`config.mk`:
```
export PLATFORM = sky130hd
export DESIGN_NAME = tone_melody_sequencer
export DESIGN_NICKNAME = d
export VERILOG_FILES = /design/src/rtl/tms_pkg.sv /design/src/rtl/tms_front.sv /design/src/rtl/tms_div.sv /design/src/rtl/tms_back.sv /design/src/rtl/tone_melody_sequencer.sv
export VERILOG_INCLUDE_DIRS = /design/src /design/src/rtl
export SDC_FILE = /design/constraint.sdc
export NUM_CORES = 2
export LEC_CHECK = 0
export BUFFER_PORTS_ARGS = -buffer_cell sky130_fd_sc_hd__buf_4
export CAP_MARGIN = 0
export CORE_MARGIN = 5
export CORE_UTILIZATION = 40
export DETAILED_ROUTE_END_ITERATION = 10
export PLACE_DENSITY = 0.56
export SYNTH_ARGS = -nofsm -noshare
export SYNTH_HDL_FRONTEND = slang
export SYNTH_SLANG_ARGS = --single-unit
```
`constraint.sdc`:
```
create_clock -name clock -period 5.4 [get_ports clock]
set_input_delay 0.27 -clock clock [delete_from_list [all_inputs] [get_ports clock]]
set_output_delay 0.27 -clock clock [all_outputs]
set_load 0.02 [all_outputs]
```
`src/rtl/tone_melody_sequencer_defines.svh`:
```
// Assertion helpers; every user has ports named clock and reset.
`ifndef TONE_MELODY_SEQUENCER_DEFINES_SVH
`define TONE_MELODY_SEQUENCER_DEFINES_SVH

// same-cycle implication
`define TMS_ASSERT_NOW(label, ante, cons, msg) \
   label: assert property (@(posedge clock) disable iff (reset) (ante) |-> (cons)) \
      else $error(msg);

// next-cycle implication
`define TMS_ASSERT_NEXT(label, ante, cons, msg) \
   label: assert property (@(posedge clock) disable iff (reset) (ante) |=> (cons)) \
      else $error(msg);

`endif

```
`src/rtl/tms_pkg.sv`:
```
package tms_pkg;

   localparam int MELODY_DEPTH_DEFAULT = 64;

   // raw request codes on req_type
   localparam logic [2:0] REQ_TICK    = 3'd0;
   localparam logic [2:0] REQ_BEEP    = 3'd1;
   localparam logic [2:0] REQ_WRITE   = 3'd2;
   localparam logic [2:0] REQ_START   = 3'd3;
   localparam logic [2:0] REQ_STOP    = 3'd4;
   localparam logic [2:0] REQ_TONE    = 3'd5;
   localparam logic [2:0] REQ_SILENCE = 3'd6;
   localparam logic [2:0] REQ_UNUSED  = 3'd7;

   // csr register indexes
   localparam logic CSR_BEEP_LENGTH = 1'b0;
   localparam logic CSR_BEEP_FREQ   = 1'b1;

   localparam logic [7:0]  BEEP_LENGTH_RESET = 8'd3;
   localparam logic [14:0] BEEP_FREQ_RESET   = 15'd1000;

   // PIT input clock, dividend of every tone divisor
   localparam int          DIV_BITS  = 21;
   localparam logic [20:0] PIT_CLOCK = 21'd1193180;

   // classified operations handed from front to back
   typedef enum logic [2:0] {
      OP_TICK    = 3'd0,
      OP_BEEP    = 3'd1,
      OP_WRITE   = 3'd2,
      OP_START   = 3'd3,
      OP_STOP    = 3'd4,
      OP_TONE    = 3'd5,
      OP_SILENCE = 3'd6,
      OP_NOP     = 3'd7
   } op_type;

   typedef struct packed {
      op_type      op;
      logic [5:0]  slot;
      logic [14:0] freq;
      logic [15:0] ticks;
      logic [6:0]  len;
      logic        len_over;   // length above table depth, saturate
   } cmd_type;

   typedef struct packed {
      logic [14:0] freq;
      logic [15:0] ticks;
   } note_type;

   typedef struct packed {
      logic        start;
      logic [14:0] freq;
   } div_req_type;

   typedef struct packed {
      logic        done;
      logic [15:0] quotient;
   } div_rsp_type;

endpackage

```
`src/rtl/tms_front.sv`:
```
module tms_front #(
   parameter int MELODY_DEPTH = tms_pkg::MELODY_DEPTH_DEFAULT
) (
   input  logic             clock,
   input  logic             reset,
   input  logic             req_push,
   output logic             req_full,
   input  logic [2:0]       req_type,
   input  logic [5:0]       req_note_slot,
   input  logic [14:0]      req_note_freq,
   input  logic [15:0]      req_note_ticks,
   input  logic [6:0]       req_melody_length,
   output logic             cmd_valid,
   output tms_pkg::cmd_type cmd,
   input  logic             cmd_pop
);

   tms_pkg::cmd_type q_ff [2];
   logic             wr_ptr_ff, wr_ptr_in;
   logic             rd_ptr_ff, rd_ptr_in;
   logic [1:0]       cnt_ff, cnt_in;
   tms_pkg::cmd_type dec;
   logic             push_ok;
   logic             pop_ok;

   always_comb begin
      dec.slot     = req_note_slot;
      dec.freq     = req_note_freq;
      dec.ticks    = req_note_ticks;
      dec.len      = req_melody_length;
      dec.len_over = int'(req_melody_length) > MELODY_DEPTH;
      unique case (req_type)
         tms_pkg::REQ_TICK:    dec.op = tms_pkg::OP_TICK;
         tms_pkg::REQ_BEEP:    dec.op = tms_pkg::OP_BEEP;
         tms_pkg::REQ_WRITE:   dec.op = (int'(req_note_slot) < MELODY_DEPTH) ?
                                        tms_pkg::OP_WRITE : tms_pkg::OP_NOP;
         tms_pkg::REQ_START:   dec.op = (req_melody_length != 7'd0) ?
                                        tms_pkg::OP_START : tms_pkg::OP_NOP;
         tms_pkg::REQ_STOP:    dec.op = tms_pkg::OP_STOP;
         tms_pkg::REQ_TONE:    dec.op = tms_pkg::OP_TONE;
         tms_pkg::REQ_SILENCE: dec.op = tms_pkg::OP_SILENCE;
         tms_pkg::REQ_UNUSED:  dec.op = tms_pkg::OP_NOP;
         default:              dec.op = tms_pkg::OP_NOP;
      endcase
   end

   assign req_full  = cnt_ff == 2'd2;
   assign cmd_valid = cnt_ff != 2'd0;
   assign cmd       = q_ff[rd_ptr_ff];
   assign push_ok   = req_push && !req_full;
   assign pop_ok    = cmd_pop && cmd_valid;

   always_comb begin
      wr_ptr_in = push_ok ? !wr_ptr_ff : wr_ptr_ff;
      rd_ptr_in = pop_ok ? !rd_ptr_ff : rd_ptr_ff;
      cnt_in    = cnt_ff;
      if (push_ok && !pop_ok) begin
         cnt_in = cnt_ff + 2'd1;
      end else if (pop_ok && !push_ok) begin
         cnt_in = cnt_ff - 2'd1;
      end
   end

   always_ff @(posedge clock) begin
      if (reset) begin
         wr_ptr_ff <= 1'b0;
         rd_ptr_ff <= 1'b0;
         cnt_ff    <= 2'd0;
      end else begin
         wr_ptr_ff <= wr_ptr_in;
         rd_ptr_ff <= rd_ptr_in;
         cnt_ff    <= cnt_in;
      end
   end

   always_ff @(posedge clock) begin
      if (push_ok) begin
         q_ff[wr_ptr_ff] <= dec;
      end
   end

endmodule

```
`src/rtl/tms_div.sv`:
```
// Restoring divider: PIT_CLOCK / freq, one quotient bit per cycle.
module tms_div (
   input  logic                 clock,
   input  logic                 reset,
   input  tms_pkg::div_req_type div_req,
   output tms_pkg::div_rsp_type div_rsp
);

   localparam int CW = $clog2(tms_pkg::DIV_BITS);

   logic                         busy_ff, busy_in;
   logic                         done_ff, done_in;
   logic [CW-1:0]                cnt_ff, cnt_in;
   logic [14:0]                  dv_ff, dv_in;
   logic [14:0]                  rem_ff, rem_in;
   logic [tms_pkg::DIV_BITS-1:0] quo_ff, quo_in;
   logic [15:0]                  trial;
   logic                         ge;

   // quo_ff shifts dividend bits out at the top and quotient bits in below
   assign trial = {rem_ff, quo_ff[tms_pkg::DIV_BITS-1]};
   assign ge    = trial >= {1'b0, dv_ff};

   always_comb begin
      busy_in = busy_ff;
      done_in = 1'b0;
      cnt_in  = cnt_ff;
      dv_in   = dv_ff;
      rem_in  = rem_ff;
      quo_in  = quo_ff;
      if (div_req.start) begin
         busy_in = 1'b1;
         cnt_in  = '0;
         dv_in   = div_req.freq;
         rem_in  = '0;
         quo_in  = tms_pkg::PIT_CLOCK;
      end else if (busy_ff) begin
         rem_in = ge ? 15'(trial - {1'b0, dv_ff}) : trial[14:0];
         quo_in = {quo_ff[tms_pkg::DIV_BITS-2:0], ge};
         cnt_in = cnt_ff + CW'(1);
         if (cnt_ff == CW'(tms_pkg::DIV_BITS - 1)) begin
            busy_in = 1'b0;
            done_in = 1'b1;
         end
      end
   end

   always_ff @(posedge clock) begin
      if (reset) begin
         busy_ff <= 1'b0;
         done_ff <= 1'b0;
      end else begin
         busy_ff <= busy_in;
         done_ff <= done_in;
      end
   end

   always_ff @(posedge clock) begin
      cnt_ff <= cnt_in;
      dv_ff  <= dv_in;
      rem_ff <= rem_in;
      quo_ff <= quo_in;
   end

   assign div_rsp.done     = done_ff;
   assign div_rsp.quotient = quo_ff[15:0];

endmodule

```
`src/rtl/tms_back.sv`:
```
`include "tone_melody_sequencer_defines.svh"

module tms_back #(
   parameter int MELODY_DEPTH = tms_pkg::MELODY_DEPTH_DEFAULT
) (
   input  logic                 clock,
   input  logic                 reset,
   input  logic                 csr_we,
   input  logic                 csr_index,
   input  logic [14:0]          csr_wdata,
   input  logic                 cmd_valid,
   input  tms_pkg::cmd_type     cmd,
   output logic                 cmd_pop,
   output tms_pkg::div_req_type div_req,
   input  tms_pkg::div_rsp_type div_rsp,
   output logic                 rsp_empty,
   input  logic                 rsp_pop,
   output logic                 rsp_speaker_on,
   output logic [15:0]          rsp_tone_divisor,
   output logic                 rsp_melody_playing,
   output logic                 rsp_beep_active
);

   localparam int PW = $clog2(MELODY_DEPTH + 1);
   localparam int AW = (MELODY_DEPTH > 1) ? $clog2(MELODY_DEPTH) : 1;

   typedef enum logic [3:0] {
      ST_IDLE = 4'b0001,
      ST_READ = 4'b0010,
      ST_DIV  = 4'b0100,
      ST_EMIT = 4'b1000
   } state_type;

   state_type         state_ff, state_in;
   logic [7:0]        beep_len_ff, beep_len_in;
   logic [14:0]       beep_freq_ff, beep_freq_in;
   logic [PW-1:0]     pos_ff, pos_in;
   logic [PW-1:0]     notes_ff, notes_in;
   logic [15:0]       ticks_ff, ticks_in;
   logic              playing_ff, playing_in;
   logic [7:0]        beep_cnt_ff, beep_cnt_in;
   logic              gate_ff, gate_in;
   logic [15:0]       divisor_ff, divisor_in;
   logic              load_ticks_ff, load_ticks_in;
   logic              rest_off_ff, rest_off_in;
   logic              out_valid_ff, out_valid_in;
   logic              out_gate_ff, out_playing_ff, out_beep_ff;
   logic [15:0]       out_divisor_ff;
   logic              out_load;
   logic [PW-1:0]     pos_nx;
   logic [AW-1:0]     rd_addr;
   logic              mem_we;
   tms_pkg::note_type mem [MELODY_DEPTH];
   tms_pkg::note_type rd_data_ff;

   assign pos_nx = pos_ff + PW'(1);
   assign mem_we = (state_ff == ST_IDLE) && cmd_valid && (cmd.op == tms_pkg::OP_WRITE);
   assign out_load = (state_ff == ST_EMIT) && (!out_valid_ff || rsp_pop);
   assign cmd_pop  = out_load;

   always_comb begin
      beep_len_in  = beep_len_ff;
      beep_freq_in = beep_freq_ff;
      if (csr_we) begin
         unique case (csr_index)
            tms_pkg::CSR_BEEP_LENGTH: beep_len_in  = csr_wdata[7:0];
            tms_pkg::CSR_BEEP_FREQ:   beep_freq_in = csr_wdata;
            default:                  beep_len_in  = beep_len_ff;
         endcase
      end
   end

   always_comb begin
      state_in      = state_ff;
      pos_in        = pos_ff;
      notes_in      = notes_ff;
      ticks_in      = ticks_ff;
      playing_in    = playing_ff;
      beep_cnt_in   = beep_cnt_ff;
      gate_in       = gate_ff;
      divisor_in    = divisor_ff;
      load_ticks_in = load_ticks_ff;
      rest_off_in   = rest_off_ff;
      div_req.start = 1'b0;
      div_req.freq  = cmd.freq;
      rd_addr       = pos_nx[AW-1:0];
      unique case (state_ff)
         ST_IDLE: begin
            if (cmd_valid) begin
               state_in = ST_EMIT;
               unique case (cmd.op)
                  tms_pkg::OP_TICK: begin
                     if (beep_cnt_ff != 8'd0) begin
                        beep_cnt_in = beep_cnt_ff - 8'd1;
                        rd_addr     = pos_ff[AW-1:0];
                        if (beep_cnt_ff == 8'd1) begin
                           if (!playing_ff) begin
                              gate_in = 1'b0;
                           end else if (pos_ff < notes_ff) begin
                              // resume the paused note
                              load_ticks_in = 1'b0;
                              rest_off_in   = 1'b1;
                              state_in      = ST_READ;
                           end
                        end
                     end else if (playing_ff) begin
                        if (ticks_ff != 16'd0) begin
                           ticks_in = ticks_ff - 16'd1;
                        end else begin
                           pos_in = pos_nx;
                           if (pos_nx >= notes_ff) begin
                              playing_in = 1'b0;
                              gate_in    = 1'b0;
                              notes_in   = '0;
                           end else begin
                              load_ticks_in = 1'b1;
                              rest_off_in   = 1'b1;
                              state_in      = ST_READ;
                           end
                        end
                     end
                  end
                  tms_pkg::OP_BEEP: begin
                     beep_cnt_in  = beep_len_ff;
                     div_req.freq = beep_freq_ff;
                     if (beep_freq_ff != 15'd0) begin
                        div_req.start = 1'b1;
                        state_in      = ST_DIV;
                     end
                  end
                  tms_pkg::OP_START: begin
                     notes_in      = cmd.len_over ? PW'(MELODY_DEPTH) : PW'(cmd.len);
                     pos_in        = '0;
                     playing_in    = 1'b1;
                     rd_addr       = '0;
                     load_ticks_in = 1'b1;
                     rest_off_in   = 1'b0;   // first note of a start keeps the gate on a rest
                     state_in      = ST_READ;
                  end
                  tms_pkg::OP_STOP: begin
                     playing_in = 1'b0;
                     gate_in    = 1'b0;
                     notes_in   = '0;
                  end
                  tms_pkg::OP_TONE: begin
                     if (cmd.freq != 15'd0) begin
                        div_req.start = 1'b1;
                        state_in      = ST_DIV;
                     end
                  end
                  tms_pkg::OP_SILENCE: gate_in = 1'b0;
                  tms_pkg::OP_WRITE:   state_in = ST_EMIT;
                  tms_pkg::OP_NOP:     state_in = ST_EMIT;
                  default:             state_in = ST_EMIT;
               endcase
            end
         end
         ST_READ: begin
            div_req.freq = rd_data_ff.freq;
            if (load_ticks_ff) begin
               ticks_in = rd_data_ff.ticks;
            end
            if (rd_data_ff.freq == 15'd0) begin
               if (rest_off_ff) begin
                  gate_in = 1'b0;
               end
               state_in = ST_EMIT;
            end else begin
               div_req.start = 1'b1;
               state_in      = ST_DIV;
            end
         end
         ST_DIV: begin
            if (div_rsp.done) begin
               divisor_in = div_rsp.quotient;
               gate_in    = 1'b1;
               state_in   = ST_EMIT;
            end
         end
         ST_EMIT: begin
            if (out_load) begin
               state_in = ST_IDLE;
            end
         end
         default: state_in = ST_IDLE;
      endcase
   end

   always_comb begin
      out_valid_in = out_valid_ff;
      if (out_load) begin
         out_valid_in = 1'b1;
      end else if (rsp_pop) begin
         out_valid_in = 1'b0;
      end
   end

   always_ff @(posedge clock) begin
      if (reset) begin
         state_ff     <= ST_IDLE;
         beep_len_ff  <= tms_pkg::BEEP_LENGTH_RESET;
         beep_freq_ff <= tms_pkg::BEEP_FREQ_RESET;
         pos_ff       <= '0;
         notes_ff     <= '0;
         ticks_ff     <= '0;
         playing_ff   <= 1'b0;
         beep_cnt_ff  <= '0;
         gate_ff      <= 1'b0;
         divisor_ff   <= '0;
         out_valid_ff <= 1'b0;
      end else begin
         state_ff     <= state_in;
         beep_len_ff  <= beep_len_in;
         beep_freq_ff <= beep_freq_in;
         pos_ff       <= pos_in;
         notes_ff     <= notes_in;
         ticks_ff     <= ticks_in;
         playing_ff   <= playing_in;
         beep_cnt_ff  <= beep_cnt_in;
         gate_ff      <= gate_in;
         divisor_ff   <= divisor_in;
         out_valid_ff <= out_valid_in;
      end
   end

   always_ff @(posedge clock) begin
      load_ticks_ff <= load_ticks_in;
      rest_off_ff   <= rest_off_in;
      if (out_load) begin
         out_gate_ff    <= gate_ff;
         out_divisor_ff <= divisor_ff;
         out_playing_ff <= playing_ff;
         out_beep_ff    <= beep_cnt_ff != 8'd0;
      end
   end

   // note table
   always_ff @(posedge clock) begin
      if (mem_we) begin
         mem[AW'(cmd.slot)] <= '{freq: cmd.freq, ticks: cmd.ticks};
      end
      rd_data_ff <= mem[rd_addr];
   end

   assign rsp_empty          = !out_valid_ff;
   assign rsp_speaker_on     = out_gate_ff;
   assign rsp_tone_divisor   = out_divisor_ff;
   assign rsp_melody_playing = out_playing_ff;
   assign rsp_beep_active    = out_beep_ff;

   `TMS_ASSERT_NEXT(a_div_start_waits, div_req.start, state_ff == ST_DIV, "divider started outside DIV")
   `TMS_ASSERT_NOW(a_div_done_in_div, div_rsp.done, state_ff == ST_DIV, "divider done unexpected")
   `TMS_ASSERT_NEXT(a_emit_fills_out, out_load, out_valid_ff && state_ff == ST_IDLE, "emit lost")
   `TMS_ASSERT_NOW(a_pos_in_range, playing_ff, pos_ff < notes_ff, "note position past melody end")

endmodule

```
`src/rtl/tone_melody_sequencer.sv`:
```
// Channel  Ports                                  Handshake
// req      req_type, req_note_slot/freq/ticks,    accepted when req_push && !req_full
//          req_melody_length
// rsp      rsp_speaker_on, rsp_tone_divisor,      taken when rsp_pop && !rsp_empty
//          rsp_melody_playing, rsp_beep_active
// csr      csr_index, csr_wdata                   written when csr_we
//
// One item at a time in the back end: IDLE, then READ for a note-table lookup and
// DIV when a tone divisor is computed (one bit per cycle in the shared divider),
// then EMIT.
// A two-entry command queue takes items while the back end works; the result
// register holds one item, and a full result register stalls the back end.
// Synchronous active-high reset; the note table is not cleared.
module tone_melody_sequencer #(
   parameter int MELODY_DEPTH = tms_pkg::MELODY_DEPTH_DEFAULT
) (
   input  logic        clock,
   input  logic        reset,
   input  logic        req_push,
   output logic        req_full,
   input  logic [2:0]  req_type,
   input  logic [5:0]  req_note_slot,
   input  logic [14:0] req_note_freq,
   input  logic [15:0] req_note_ticks,
   input  logic [6:0]  req_melody_length,
   output logic        rsp_empty,
   input  logic        rsp_pop,
   output logic        rsp_speaker_on,
   output logic [15:0] rsp_tone_divisor,
   output logic        rsp_melody_playing,
   output logic        rsp_beep_active,
   input  logic        csr_we,
   input  logic        csr_index,
   input  logic [14:0] csr_wdata
);

   logic                 cmd_valid;
   logic                 cmd_pop;
   tms_pkg::cmd_type     cmd;
   tms_pkg::div_req_type div_req;
   tms_pkg::div_rsp_type div_rsp;

   tms_front #(.MELODY_DEPTH(MELODY_DEPTH)) u_front (
      .clock             (clock),
      .reset             (reset),
      .req_push          (req_push),
      .req_full          (req_full),
      .req_type          (req_type),
      .req_note_slot     (req_note_slot),
      .req_note_freq     (req_note_freq),
      .req_note_ticks    (req_note_ticks),
      .req_melody_length (req_melody_length),
      .cmd_valid         (cmd_valid),
      .cmd               (cmd),
      .cmd_pop           (cmd_pop)
   );

   tms_div u_div (
      .clock   (clock),
      .reset   (reset),
      .div_req (div_req),
      .div_rsp (div_rsp)
   );

   tms_back #(.MELODY_DEPTH(MELODY_DEPTH)) u_back (
      .clock              (clock),
      .reset              (reset),
      .csr_we             (csr_we),
      .csr_index          (csr_index),
      .csr_wdata          (csr_wdata),
      .cmd_valid          (cmd_valid),
      .cmd                (cmd),
      .cmd_pop            (cmd_pop),
      .div_req            (div_req),
      .div_rsp            (div_rsp),
      .rsp_empty          (rsp_empty),
      .rsp_pop            (rsp_pop),
      .rsp_speaker_on     (rsp_speaker_on),
      .rsp_tone_divisor   (rsp_tone_divisor),
      .rsp_melody_playing (rsp_melody_playing),
      .rsp_beep_active    (rsp_beep_active)
   );

endmodule

```
==> results.cfg <==
[outcome]
outcome = complete, no violations

[placement]
port_buffers = 88
dpl.hpwl_mm = 166
routabilityCongestion = 0.850
pre_cts_ws_ns = -0.00315

[cells_and_area]
layout_common_cells = edfxtp_1 (2116), nand2_1 (1340), buf_4 (358)
layout.nets = 6880
final_common_cell = edfxtp_1
area_delta_synth_final_pct = 15.6
drive_gt1_frac = 0.128
utilization = 0.463

[sta]
hold_viol = 0
fin_skew_ns = 0.0682
fin_crit_sh = 0.977
period_needed_ns = 5.27
rsz0062_at_grt = no
clock.fmax_mhz = 190
relSlewSlack = 0.166
finalSetupViolations = 0
drv_slew = 0
whs_ns = 0.117
worstMarginPinSlew_ns = 1.22
setup_ws_ns = 0.126
tns_ns = 0

[logic_synthesis]
synth_area_per_cell_sq_um = 14.0
synth_area_sq_mm = 0.0909
ys.flop_type = edfxtp_1
ys_seq_area_frac = 0.735
synth-edff-count = 2116
yosysUniqueCellTypes = 87
async_flop_share = 0
synth_top_area_frac = 0.699
synth_fp_nets = 6608
synth_top_cell_by_area = edfxtp_1
synth-seq-cells = 2279
yosys_warnings = 0
yosys-top-cells-area = edfxtp_1 (70%), nand2_1 (5.5%), dfxtp_1 (3.6%)
syn-instance-count = 6503

[grt]
grt_max_degree = 96
grt_pass1_vias = 55900
antenna_found_initial = 8
grt_remaining_overflow = 0
grt_pass1_wl_mm = 404
track_usage = 0.232

[cts]
cts_setup_buffers = 0
cts_tree = built
root_buffer = clkbuf_16
max-clock-path-buffers = 3
htreeDepth = 4
clkSinkCount = 2279
cts_buffers = 226
clkLatencyLatePin_ns = 0.90
path_clk_slew_ns = 0.06

[power_and_ir_drop]
p_leak_nw = 34.7
power_density_mw_per_mm2 = 418
ir_drop_mv = 0.389

[worst_setup_path]
r2r_start = u_back.beep_cnt_ff[1]
crit_path_max_fanout = 54
start_kind = flop
cp_common_cell = a2111oi_0
startpoint = u_back.beep_cnt_ff[1]
cp_slowest_cell = a2111oi_1
crit_type = reg -> reg
cp_data_arrival_time_ns = 5.98
critical_path.max_stage_delay_ns = 0.79
end_kind = flop
required_ns = 6.11
crit_chain = inv_1, ha_1, nor4b_2, a22oi_2, a32oi_2, nand2_8, buf_12, buf_4, a2111oi_0, a2111oi_0, a2111oi_1, a311o_1, o21ai_1

[routing]
dr.pass1.iters = 6
wl_per_cell_um = 28.3
first_iter_violations = 7004
drc = 0
routed_wl_mm = 283
drtAntennaViolNets = 0
viasPerCell = 5.90
vias = 58900

[worst_hold_path]
hold_class = in -> reg
hp-start = req_note_ticks[8]

[run]
maxCapViolCount = 0

[die]
core-area_sq_mm = 0.227
die_area_sq_mm = 0.237
num_io_pins = 89
die_h_um = 487
die_w_um = 487
start_util = 0.401
std_cell_rows = 175
## sequential cells by signal, indices dropped and copies added (netlist names), 15 cells and up, named ones only
name,cells
u_back.ticks_ff,16
u_back.rsp_tone_divisor,16
u_div.dv_ff,15
u_div.quo_ff,21
u_back.divisor_ff,16
u_back.mem,1984
u_front.q_ff,96
u_back.rd_data_ff,31
u_div.rem_ff,15
u_back.beep_freq_ff,15
## power breakdown
group / switching (W) / leakage [nW] / internal, W / total (W)
registers: 0.000369 / 20.4 / 0.0202 / 0.0205
logic: 0.00555 / 10.8 / 0.00254 / 0.00809
clock network: 0.00671 / 3.50 / 0.00863 / 0.0153
## through the flow
stage | power (W) | instance area [sq um] | std cells
final | 0.0440 | 105000 | 9984
after global routing | 0.0456 | 105000 | 9980
after CTS | 0.0442 | 105000 | 9980
after detailed placement | 0.0289 | 97000 | 9469
after global placement | 0.0288 | 97000 | 9467
after floorplan | 0.0257 | 90900 | 6503
## cells by family (layout without fill, tap and decap cells)
kind of cell               after synthesis  count (layout)  share of synthesized area
adders and majority gates               37              37                    0.00517
DFF                                   2279            2279                      0.735
other                                    0               4                          0
AOI/OAI and AO/OA                     1307            1307                      0.104
and+or+nand+nor                       2089            2089                      0.101
muxes                                  259             259                     0.0289
buffers and inverters                  510             978                     0.0247
xor gates and xnor gates                22              22                    0.00220
## timing repair
action,CTS,global route
resized for setup,1,0
endpoints found under the hold margin,149,0
hold buffers,87,0
endpoints found under the setup margin,1,0
## cell type report
class | count | area [sq um]
Clock inverter | 109 | 1000
Inverter | 59 | 221
Sequential cell | 2279 | 66800
Antenna cell | 4 | 10.0
Tap cell | 3009 | 3760
Timing Repair Buffer | 495 | 4560
Fill cell | 19900 | 122000
Multi-Input combinational cell | 3714 | 22600
Clock buffer | 315 | 6200
## critical path: cells and delay by family, from the launching register on
kind            cells  cell delay, ns
compound gates      7            2.95
fa+ha+maj           1            0.25
buf+inv             3            0.66
flops               1            0.33
simple gates        2            0.82
## Yosys cell counts (23+ instances only)
cell type,count
inv_1,58
o21ai_0,85
and3_1,235
a22oi_1,34
nand3_1,125
a311o_1,25
a31oi_1,115
a32oi_1,116
edfxtp_1,2116
a221oi_1,67
nor2_1,193
nor4_1,46
clkbuf_1,213
o22ai_1,38
buf_1,46
buf_2,164
mux2_2,31
a2111oi_0,66
ha_1,36
buf_4,23
a211oi_1,163
dfxtp_1,163
a311oi_1,113
nand2_1,1341
a21oi_1,286
mux2i_1,228
nor3_1,40
## final timing paths
kind / endpoint / slack [ns] / cells after the start
setup / recovery: u_back.rd_data_ff[24] / 0.13 / 13
setup reg to reg: u_back.rd_data_ff[24] / 0.13 / 13
hold / removal: u_front.q_ff[0][16] / 0.12 / 2
hold reg to reg: u_back.rsp_tone_divisor[11] / 0.43 / 0
## metal layers
layer | vias up | track usage | wire length, um
met5 | - | 0 | 0
met4 | 0 | 0.0740 | 8730
met3 | 400 | 0.0393 | 23500
met2 | 2689 | 0.366 | 131000
met1 | 30200 | 0.330 | 120000
li1 | 25600 | - | -
Power figures use the tool's default switching activity.
